<file path="src/hw/rtl/trp_pkg.sv">
// ----------------------------------------------------------------------------
// Time-proportioning relay package
// Widths, codes and the structs shared by the relay driver modules.
// ----------------------------------------------------------------------------
package trp_pkg;

  localparam int unsigned PeriodW  = 24;
  localparam int unsigned LevelW   = 8;
  localparam int unsigned OpW      = 2;
  localparam int unsigned CfgIdxW  = 1;
  localparam int unsigned ProdW    = PeriodW + LevelW;
  localparam int unsigned ThrW     = ProdW + 1;

  localparam logic [PeriodW-1:0] DefaultPeriod = PeriodW'(5000);
  localparam logic [LevelW-1:0]  FullLevel     = LevelW'(255);

  typedef enum logic [OpW-1:0] {
    OP_TICK        = 2'd0,
    OP_SET_LEVEL   = 2'd1,
    OP_COMMAND_ON  = 2'd2,
    OP_COMMAND_OFF = 2'd3
  } op_e;

  typedef enum logic [CfgIdxW-1:0] {
    CFG_PERIOD_MS     = 1'd0,
    CFG_INVERT_OUTPUT = 1'd1
  } cfg_idx_e;

  typedef struct packed {
    op_e               operation;
    logic [LevelW-1:0] level;
  } item_t;

  typedef struct packed {
    logic               we;
    cfg_idx_e           index;
    logic [PeriodW-1:0] value;
  } cfg_wr_t;

  typedef struct packed {
    logic pin_level;
    logic relay_on;
    logic cycle_running;
  } result_t;

endpackage

</file>
<file path="src/hw/rtl/time_proportioning_relay.sv">
// ----------------------------------------------------------------------------
// Time-proportioning relay driver
// Slow PWM: the relay is on for period * duty / 255 ms of each cycle.
// ----------------------------------------------------------------------------
// The block takes one item per clock cycle while the input side is not
// stalled and returns exactly one result transfer per item. Each item is
// held in the input register until the core steps on it; the core then
// updates the cycle state and writes the result queue. Up to two results can
// wait on the output; the input side stalls only when both are held and the
// consumer is not taking one. A tick item stands for one millisecond. Each
// result reports the pin drive (relay state with the configured polarity),
// the logical relay state and whether a proportioning cycle is running, all
// as they stand after that item. The on time is never divided out: the core
// keeps period * duty in a register and compares it against 255 times the
// elapsed count plus one, giving the same decision as the integer quotient.
// Configuration writes (period in ms, where zero means 5000, and output
// inversion) are always accepted and take effect at the next cycle; they are
// meant to arrive while no item is in flight.
// ----------------------------------------------------------------------------
module time_proportioning_relay (
  input  logic                          clk_i,
  input  logic                          rst_ni,
  input  logic                          in_valid_i,
  output logic                          in_ready_o,
  input  logic [trp_pkg::OpW-1:0]       operation_i,
  input  logic [trp_pkg::LevelW-1:0]    level_i,
  output logic                          out_valid_o,
  input  logic                          out_ready_i,
  output logic                          pin_level_o,
  output logic                          relay_on_o,
  output logic                          cycle_running_o,
  input  logic                          cfg_valid_i,
  output logic                          cfg_ready_o,
  input  logic [trp_pkg::CfgIdxW-1:0]   cfg_index_i,
  input  logic [trp_pkg::PeriodW-1:0]   cfg_value_i
);
  import trp_pkg::*;

  item_t   in_item;
  item_t   core_item;
  cfg_wr_t cfg_wr;
  result_t core_result;
  result_t out_result;
  logic    step;
  logic    room;

  // Configuration writes never stall.
  assign cfg_ready_o   = 1'b1;
  assign cfg_wr.we     = cfg_valid_i;
  assign cfg_wr.index  = cfg_idx_e'(cfg_index_i);
  assign cfg_wr.value  = cfg_value_i;

  assign in_item.operation = op_e'(operation_i);
  assign in_item.level     = level_i;

  trp_in_stage u_in_stage (
    .clk_i      (clk_i),
    .rst_ni     (rst_ni),
    .in_valid_i (in_valid_i),
    .in_ready_o (in_ready_o),
    .item_i     (in_item),
    .room_i     (room),
    .step_o     (step),
    .item_o     (core_item)
  );

  // The core steps on the held item only when the result queue can take
  // the result in the same cycle.
  trp_core u_core (
    .clk_i    (clk_i),
    .rst_ni   (rst_ni),
    .cfg_i    (cfg_wr),
    .step_i   (step),
    .item_i   (core_item),
    .result_o (core_result)
  );

  trp_out_buf u_out_buf (
    .clk_i       (clk_i),
    .rst_ni      (rst_ni),
    .push_i      (step),
    .result_i    (core_result),
    .room_o      (room),
    .out_valid_o (out_valid_o),
    .out_ready_i (out_ready_i),
    .result_o    (out_result)
  );

  assign pin_level_o     = out_result.pin_level;
  assign relay_on_o      = out_result.relay_on;
  assign cycle_running_o = out_result.cycle_running;

endmodule

</file>
<file path="src/hw/rtl/trp_in_stage.sv">
// ----------------------------------------------------------------------------
// Input register
// Holds one accepted item until the core can step on it.
// ----------------------------------------------------------------------------
module trp_in_stage (
  input  logic          clk_i,
  input  logic          rst_ni,
  input  logic          in_valid_i,
  output logic          in_ready_o,
  input  trp_pkg::item_t item_i,
  input  logic          room_i,
  output logic          step_o,
  output trp_pkg::item_t item_o
);
  import trp_pkg::*;

  logic  valid_q, valid_d;
  item_t item_q;
  logic  load;

  assign step_o     = valid_q & room_i;
  assign in_ready_o = ~valid_q | step_o;
  assign load       = in_valid_i & in_ready_o;
  assign valid_d    = load | (valid_q & ~step_o);
  assign item_o     = item_q;

  always_ff @(posedge clk_i or negedge rst_ni) begin
    if (!rst_ni) begin
      valid_q <= 1'b0;
    end else begin
      valid_q <= valid_d;
    end
  end

  always_ff @(posedge clk_i) begin
    if (load) begin
      item_q <= item_i;
    end
  end

endmodule

</file>
<file path="src/hw/rtl/trp_core.sv">
// ----------------------------------------------------------------------------
// Relay core
// Cycle state, configuration registers and the per-item update.
// ----------------------------------------------------------------------------
module trp_core (
  input  logic             clk_i,
  input  logic             rst_ni,
  input  trp_pkg::cfg_wr_t cfg_i,
  input  logic             step_i,
  input  trp_pkg::item_t   item_i,
  output trp_pkg::result_t result_o
);
  import trp_pkg::*;

  logic [PeriodW-1:0] period_q, period_d;
  logic               invert_q, invert_d;
  logic [PeriodW-1:0] elapsed_q, elapsed_d;
  logic               running_q, running_d;
  logic               relay_q, relay_d;
  logic [LevelW-1:0]  duty_q, duty_d;
  logic               active_q, active_d;
  logic [ProdW-1:0]   prod_q, prod_d;

  logic [PeriodW-1:0] elapsed_inc;
  logic [PeriodW:0]   elapsed_plus1;
  logic [ThrW-1:0]    thr;
  logic               wrap;
  logic               past_on;

  // The on time is floor(period * duty / 255). Elapsed is at or past it
  // exactly when period * duty < 255 * (elapsed + 1), so no divider is needed;
  // the product is kept in a register that follows duty and period.
  assign elapsed_inc   = (elapsed_q < period_q) ? elapsed_q + PeriodW'(1) : period_q;
  assign elapsed_plus1 = {1'b0, elapsed_inc} + (PeriodW+1)'(1);
  assign thr           = ThrW'(elapsed_plus1) * ThrW'(FullLevel);
  assign wrap          = (elapsed_inc == period_q);
  assign past_on       = ({1'b0, prod_q} < thr);

  always_comb begin
    period_d  = period_q;
    invert_d  = invert_q;
    elapsed_d = elapsed_q;
    running_d = running_q;
    relay_d   = relay_q;
    duty_d    = duty_q;
    active_d  = active_q;

    if (cfg_i.we) begin
      unique case (cfg_i.index)
        CFG_PERIOD_MS: begin
          period_d = (cfg_i.value == '0) ? DefaultPeriod : cfg_i.value;
        end
        CFG_INVERT_OUTPUT: begin
          invert_d = cfg_i.value[0];
        end
      endcase
    end

    if (step_i) begin
      unique case (item_i.operation)
        OP_TICK: begin
          if (running_q) begin
            if (wrap) begin
              elapsed_d = '0;
              if (duty_q != '0) begin
                relay_d = 1'b1;
              end
            end else begin
              elapsed_d = elapsed_inc;
              if (relay_q && past_on) begin
                relay_d = 1'b0;
                if (!active_q) begin
                  running_d = 1'b0;
                end
              end else if (duty_q != '0 && !relay_q && !past_on) begin
                relay_d = 1'b1;
              end
            end
          end
        end
        OP_SET_LEVEL: begin
          duty_d = item_i.level;
          if (item_i.level != '0) begin
            active_d = 1'b1;
            if (!running_q) begin
              running_d = 1'b1;
              elapsed_d = '0;
            end
          end else begin
            running_d = 1'b0;
            relay_d   = 1'b0;
            active_d  = 1'b0;
          end
        end
        OP_COMMAND_ON: begin
          active_d = 1'b1;
          if (!running_q) begin
            running_d = 1'b1;
            elapsed_d = '0;
          end
        end
        OP_COMMAND_OFF: begin
          running_d = 1'b0;
          relay_d   = 1'b0;
          active_d  = 1'b0;
        end
      endcase
    end
  end

  assign prod_d = ProdW'(period_d) * ProdW'(duty_d);

  assign result_o.pin_level     = relay_d ^ invert_q;
  assign result_o.relay_on      = relay_d;
  assign result_o.cycle_running = running_d;

  always_ff @(posedge clk_i or negedge rst_ni) begin
    if (!rst_ni) begin
      period_q  <= DefaultPeriod;
      invert_q  <= 1'b0;
      elapsed_q <= '0;
      running_q <= 1'b0;
      relay_q   <= 1'b0;
      duty_q    <= '0;
      active_q  <= 1'b0;
      prod_q    <= '0;
    end else begin
      period_q  <= period_d;
      invert_q  <= invert_d;
      elapsed_q <= elapsed_d;
      running_q <= running_d;
      relay_q   <= relay_d;
      duty_q    <= duty_d;
      active_q  <= active_d;
      prod_q    <= prod_d;
    end
  end

endmodule

</file>
<file path="src/hw/rtl/trp_out_buf.sv">
// ----------------------------------------------------------------------------
// Result buffer
// Two-entry result queue that decouples the core from output stalls.
// ----------------------------------------------------------------------------
module trp_out_buf (
  input  logic             clk_i,
  input  logic             rst_ni,
  input  logic             push_i,
  input  trp_pkg::result_t result_i,
  output logic             room_o,
  output logic             out_valid_o,
  input  logic             out_ready_i,
  output trp_pkg::result_t result_o
);
  import trp_pkg::*;

  result_t    mem_q [2];
  logic       wr_ptr_q, rd_ptr_q;
  logic [1:0] cnt_q, cnt_d;
  logic       pop;

  assign out_valid_o = (cnt_q != 2'd0);
  assign pop         = out_valid_o & out_ready_i;
  assign room_o      = (cnt_q != 2'd2) | pop;
  assign result_o    = mem_q[rd_ptr_q];

  always_comb begin
    cnt_d = cnt_q;
    if (push_i && !pop) begin
      cnt_d = cnt_q + 2'd1;
    end else if (pop && !push_i) begin
      cnt_d = cnt_q - 2'd1;
    end
  end

  always_ff @(posedge clk_i or negedge rst_ni) begin
    if (!rst_ni) begin
      wr_ptr_q <= 1'b0;
      rd_ptr_q <= 1'b0;
      cnt_q    <= 2'd0;
    end else begin
      cnt_q <= cnt_d;
      if (push_i) begin
        wr_ptr_q <= ~wr_ptr_q;
      end
      if (pop) begin
        rd_ptr_q <= ~rd_ptr_q;
      end
    end
  end

  always_ff @(posedge clk_i) begin
    if (push_i) begin
      mem_q[wr_ptr_q] <= result_i;
    end
  end

endmodule

</file>
<file path="config.mk">
export PLATFORM = sky130hd
export DESIGN_NAME = time_proportioning_relay
export DESIGN_NICKNAME = d
export VERILOG_FILES = /design/src/hw/rtl/trp_pkg.sv /design/src/hw/rtl/time_proportioning_relay.sv /design/src/hw/rtl/trp_in_stage.sv /design/src/hw/rtl/trp_core.sv /design/src/hw/rtl/trp_out_buf.sv
export SDC_FILE = /design/constraint.sdc
export NUM_CORES = 1
export LEC_CHECK = 0
export BUFFER_PORTS_ARGS = -buffer_cell sky130_fd_sc_hd__buf_2
export CORE_ASPECT_RATIO = 0.6
export CORE_MARGIN = 2
export CORE_UTILIZATION = 35
export DETAILED_ROUTE_END_ITERATION = 12
export GPL_TIMING_DRIVEN = 0
export SETUP_SLACK_MARGIN = 0.02
export SLEW_MARGIN = 20
export SYNTH_ARGS = -nofsm -noshare
export SYNTH_HDL_FRONTEND = slang
export SYNTH_SLANG_ARGS = --single-unit
</file>
<file path="constraint.sdc">
create_clock -name clk_i -period 31.4 [get_ports clk_i]
set_input_delay 3.14 -clock clk_i [delete_from_list [all_inputs] [get_ports clk_i]]
set_output_delay 3.14 -clock clk_i [all_outputs]
set_load 0.02 [all_outputs]
</file>
==> After elaboration in Yosys (flattened, before gate mapping) <==
Memories as Yosys holds them, arrays and structs flattened.
Cells that the tools add are included.
{ "classes": {"reduce_logical": 20, "eq_ne": 7, "n_addsub": 4, "n_mux": 31, "magnitude_cmp": 2, "n_bitwise": 12, "mul": 2} }
{ "op_table": {"columns": ["operator", "count"], "rows": [
  ["two-way mux 24 bit", 8],
  ["case mux 24 bit (3 select lines)", 1],
  ["less-than comparator 32 x 33 -> 1 bit", 1],
  ["multiplier 25 x 8 -> 33 bit, second input constant", 1],
  ["multiplier 24 x 8 -> 32 bit", 1],
  ["adder 24 x 1 -> 25 bit, second input constant", 1],
  ["adder 24 x 1 -> 24 bit, second input constant", 1],
  ["equality test 24 bit", 1],
  ["zero test 24 bit", 1],
  ["less-than comparator 24 bit", 1],
  ["two-way mux 8 bit", 2],
  ["nonzero test 8 bit", 2],
  ["two-way mux 1 bit", 15],
  ["case mux 1 bit (3 select lines)", 2],
  ["nonzero test 3 bit", 2],
  ["logical AND 1 bit", 5],
  ["bitwise AND 1 bit", 4],
  ["equality test 2 bit, second input constant", 2],
  ["zero test 1 bit", 4],
  ["two-way mux 2 bit", 2],
  ["inequality test 2 x 1 -> 1 bit, second input constant", 2],
  ["NOT 1 bit", 4],
  ["case mux 1 bit (4 select lines)", 1],
  ["AND reduction 2 bit", 2],
  ["9 further kinds", 12]
]} }
{ "word_totals": {"out_inout_bits": 6, "ram_bits": 6, "input_bits": 40, "n_memories": 1, "elab_cells": 93, "reg_bits": 107} }
{ "memory_table": {"columns": ["memory", "depth", "word_bits", "rd", "rd_clocked_by_memory_dff", "write_ports", "line", "text"], "rows": [
  ["u_out_buf.mem_q", 2, 3, 1, 0, 1, "trp_out_buf.sv:17", "result_t mem_q [2];"]
]} }

==> Longest topological paths before layout <==
{ "depth": {"depth_word": 14, "depth_mapped": 49} }

==> Cells and area by module <==
Synthesis repeated with hierarchy kept, for this count alone.
{ "unflattened": {"hier_cells": 2021, "hier_area_um2": 17815.8} }
{ "modules_own_cells": {"columns": ["module", "instances", "cells_each", "seq_area_each_um2", "area_each_um2"], "rows": [
  ["trp_core", 1, 1979, 2308.5, 17028.8],
  ["trp_out_buf", 1, 25, 280.3, 415.4],
  ["trp_in_stage", 1, 15, 325.3, 360.3],
  ["time_proportioning_relay", 1, 2, 0.0, 11.3]
]} }

==> Worst setup path after synthesis <==
Ideal clock, no wire load.
{ "synth_timing": {"kind": "reg-to-reg", "from": "reg u_core.period_q[9]", "to": "mem u_out_buf.mem_q[0][2] (netlist bit), data pin", "t_arrival_ns": 9.755, "required_time_ns": 31.135, "setup_ns": 0.265, "stages_incl_launch_ff": 46, "slack_ns": 21.380, "path_cell_list": "dfstp_2 -> clkbuf_1 -> inv_1 -> ha_1 -> nand4_1 -> nor4_2 -> a22oi_1 -> nand4_1 -> nor2_2 -> buf_2 -> buf_1 -> nand2_1 -> o21ai_0 -> ha_1 -> clkbuf_1 -> inv_1 -> o21ai_0 -> xnor2_1 -> (+10 left out) -> nand3_1 -> nor4_1 -> or4b_2 -> and3_1 -> o21a_1 -> nor2_1 -> xnor2_1 -> ha_1 -> nand4_1 -> nor2_1 -> o221ai_1 -> a31oi_1 -> or4_1 -> a211oi_1 -> o211ai_1 -> nand4_1 -> nor3_1 -> a311o_1"} }
{ "synth_rtl": {"columns": ["item", "line", "text"], "rows": [
  ["start: declaration", "trp_core.sv:15", "logic [PeriodW-1:0] period_q, period_d;"],
  ["start signal: assignment", "trp_core.sv:119", "period_q <= DefaultPeriod;"],
  ["start signal: assignment", "trp_core.sv:128", "period_q <= period_d;"],
  ["end: declaration", "trp_out_buf.sv:17", null]
]} }

==> run summary <==
Status -> complete, no violations
Clock Path Buffers -> 2
Worst reg2reg path depth -> 45
Clock transition at path regs -> 0.06 ns
TNS Setup -> 0 ns
Cell Rows -> 64
Clock Skew -> 0.01277 ns
Synth Area in Adders -> 38.22%
TritonCTS clock tree -> yes
Fmax -> 72.41 MHz
Min Clock Period, post-route -> 13.81 ns
Routed WL per cell -> 20.70 um
Post-synth EDFFs -> 16
# resized after CTS -> 0
Count leader, synth -> inv_1
Layout cells sized above 1 -> 7.393%
Die Width -> 296.7 um
Synth Area in Simple Gates -> 16.04%
Final Hold Violating Endpoints -> 0
Slew margin rel. -> 21.78%
Critical R2R Capture -> u_out_buf.mem_q[0][0]$_DFFE_PP_
First-pass GRT wire length -> 89750 um
Ranking of synthesized cells by area -> fa_1 26%, dfrtp_1 13%, ha_1 12%
Overall Global Routing Usage -> 22.58%
Syn Nets -> 2481
Synth Area per Inst -> 8.854 sq um
Core area -> 50850 sq um
Final setup viols -> 0
Critical Path AT -> 14.08 ns
Via density -> 5.263
Max Slew Vio Count -> 0
Worst Hold Depth -> 1
Port buffer count -> 44
Max-Cap Viols -> 0
Ys Warns -> 0
Slowest stage delay, CP -> 0.70 ns
Min-delay src -> u_out_buf.cnt_q[1]$_DFFE_PN0P_
Area fraction in compound gates after synthesis -> 11.47%
Crit share post-route -> 43.98%
Yosys top cell area share -> 25.93%
Post-synthesis mux area share -> 1.613%
Max FO, Critical Path -> 10
# hold bufs at CTS -> 0
Count of different cell masters after synthesis -> 92
DRT Wirelength -> 58010 um
H-tree depth -> 4
Post-synthesis instance total -> 2032
Ports -> 46
Worst setup path class -> flip-flop to flip-flop
Startpoint Class -> flip-flop
Critical Path End Type -> flip-flop
Commonest cells in the netlist -> 365 x inv_1, 233 x fa_1, 206 x nand2_1
Register bit total from synthesis -> 113
Slowest-stage cell, CP -> buf_1
First-pass DRT Iterations -> 5
Die Height -> 179.6 um
Grt ovf -> 0
Num CTS Buffers -> 17
Layout net count -> 2546
R2R Setup Slk -> 17.59 ns
Die area -> 53290 sq um
Post-CTS setup buffer count -> 0
Antenna violations before repair -> 0
Post-Synth XOR/XNOR Area -> 7.323%
DPL Wire Length -> 48970 um
DR DRC count -> 0
Initial DRC count -> 1336
CTS sink count -> 113
Largest net degree at the start of global routing -> 53
Largest family of logic cells by synthesized area -> adder cells
Hold endpoint -> u_out_buf.cnt_q[1]$_DFFE_PN0P_
Worst-Margin Slew -> 1.165 ns
Main flop type after synthesis -> dfrtp_1
Fin worst setup slack -> 17.59 ns
Synth area leader -> fa_1
Post-Place Setup Slack -> 17.99 ns
Final RePlAce weighted congestion -> 0.9751
FFs w/ async S/R, synth -> 85.84%
Synthesis-to-layout area growth -> 9.813%
Clock Latency Late Sink -> 0.44 ns
Routed via count -> 14753
Worst min-delay path class -> flip-flop to flip-flop
CP most frequent cell -> inv_1
Antenna cells -> 0
RR Startpoint -> u_core.period_q[9]$_DFF_PN1_
Req. time, crit path -> 31.67 ns
Vias in the first global route -> 14867
Post-route antenna net violation count -> 0
Post-Syn Area -> 17990 sq um
RSZ-0062 raised after global routing -> false
Seq/Total Area, Yosys -> 16.20%
CTS Root Cell -> clkbuf_16
Initial Utilization -> 35.38%
-- metal layers --
| layer | track usage [%] | wire (um) | vias to the layer above |
|---|---|---|---|
| met4 | 4.020 | 822 | 2 |
| met5 | 1.174 | 80 | - |
| li1 | - | - | 6767 |
| met3 | 9.644 | 7258 | 52 |
| met1 | 35.41 | 29010 | 7324 |
| met2 | 27.93 | 20840 | 608 |
-- through the flow --
| stage | util (%) | instance area (sq um) | std cells | hold slack (ns) |
|---|---|---|---|---|
| 2_1_floorplan | - | 17990 | 2032 | 0.4478 |
| 3_3_place_gp | 37.52 | 19080 | 2769 | 0.4650 |
| 3_5_place_dp | 37.62 | 19130 | 2771 | 0.4764 |
| 4_1_cts | 38.85 | 19760 | 2803 | 0.4863 |
| 5_1_grt | 38.85 | 19760 | 2803 | 0.5074 |
| 6_report | 38.85 | 19760 | 2803 | 0.4862 |
-- state kept, by name (all words and copies together) (netlist names), 2 cells and up --
register / count
u_in_stage.item_o: 10
u_core.period_q: 24
u_core.elapsed_q: 24
u_out_buf.mem_q: 6
u_out_buf.cnt_q: 2
u_core.prod_q: 32
u_core.duty_q: 8
-- worst max path at each step --
| stage | start | end | slack, ns | cells after the start |
|---|---|---|---|---|
| 4_1_cts | u_core.period_q[9]$_DFF_PN1_ | u_out_buf.mem_q[1][1]$_DFFE_PP_ | 17.91 | 45 |
| 2_1_floorplan | u_core.period_q[9]$_DFF_PN1_ | u_out_buf.mem_q[0][2]$_DFFE_PP_ | 21.38 | 45 |
| 6_report | u_core.period_q[9]$_DFF_PN1_ | u_out_buf.mem_q[0][0]$_DFFE_PP_ | 17.59 | 45 |
| 3_3_place_gp | u_core.period_q[9]$_DFF_PN1_ | u_out_buf.mem_q[0][0]$_DFFE_PP_ | 18.15 | 46 |
| 5_1_grt | u_core.period_q[9]$_DFF_PN1_ | u_out_buf.mem_q[0][1]$_DFFE_PP_ | 16.94 | 46 |
| 3_5_place_dp | u_core.period_q[9]$_DFF_PN1_ | u_out_buf.mem_q[0][0]$_DFFE_PP_ | 17.99 | 45 |
-- critical path: cells and delay by family (launching register included) --
family,cells,cell delay [ns]
xor+xnor,2,0.25
flops,1,0.51
simple gates,15,3.54
compound gates,10,2.86
buf+inv,10,2.95
fa+ha+maj,8,3.50
-- cells in the final DEF, fill, tap and decap left out, types with 15 or more instances in the layout --
cell type,n
a21oi_1,117
o21ai_0,68
xnor2_1,92
a21o_1,42
nor2b_1,16
nor4_1,17
nand3_1,36
xor2_1,49
nor3_1,27
edfxtp_1,16
buf_2,57
inv_1,365
dfrtp_1,92
nand2_1,206
clkbuf_16,17
nor2_1,150
ha_1,176
nand4_1,36
and3_1,15
fa_1,233
clkbuf_1,29
and2_1,15
-- cells by family (layout without fill, tap and decap cells) --
group	Yosys count	count (layout)
buf+inv	419	497
compound gates	330	330
xor+xnor	145	145
fa+ha+maj	410	410
other cells	1	1
flops	113	113
simple gates	589	589
mux	25	25
-- layout make-up --
type	instances	area, sq um
fill	5151	31090
multi-input combinational	1500	13450
sequential	113	2914
inverter	365	1370
tap	693	867.1
clock buffer	19	442.9
buffer	54	270.3
timing repair buffer	46	261.5
clock inverter	13	183.9
Power is left out: the tool's default activity adds up to more than one toggle a clock period on the data nets, which glitch-free logic cannot reach.
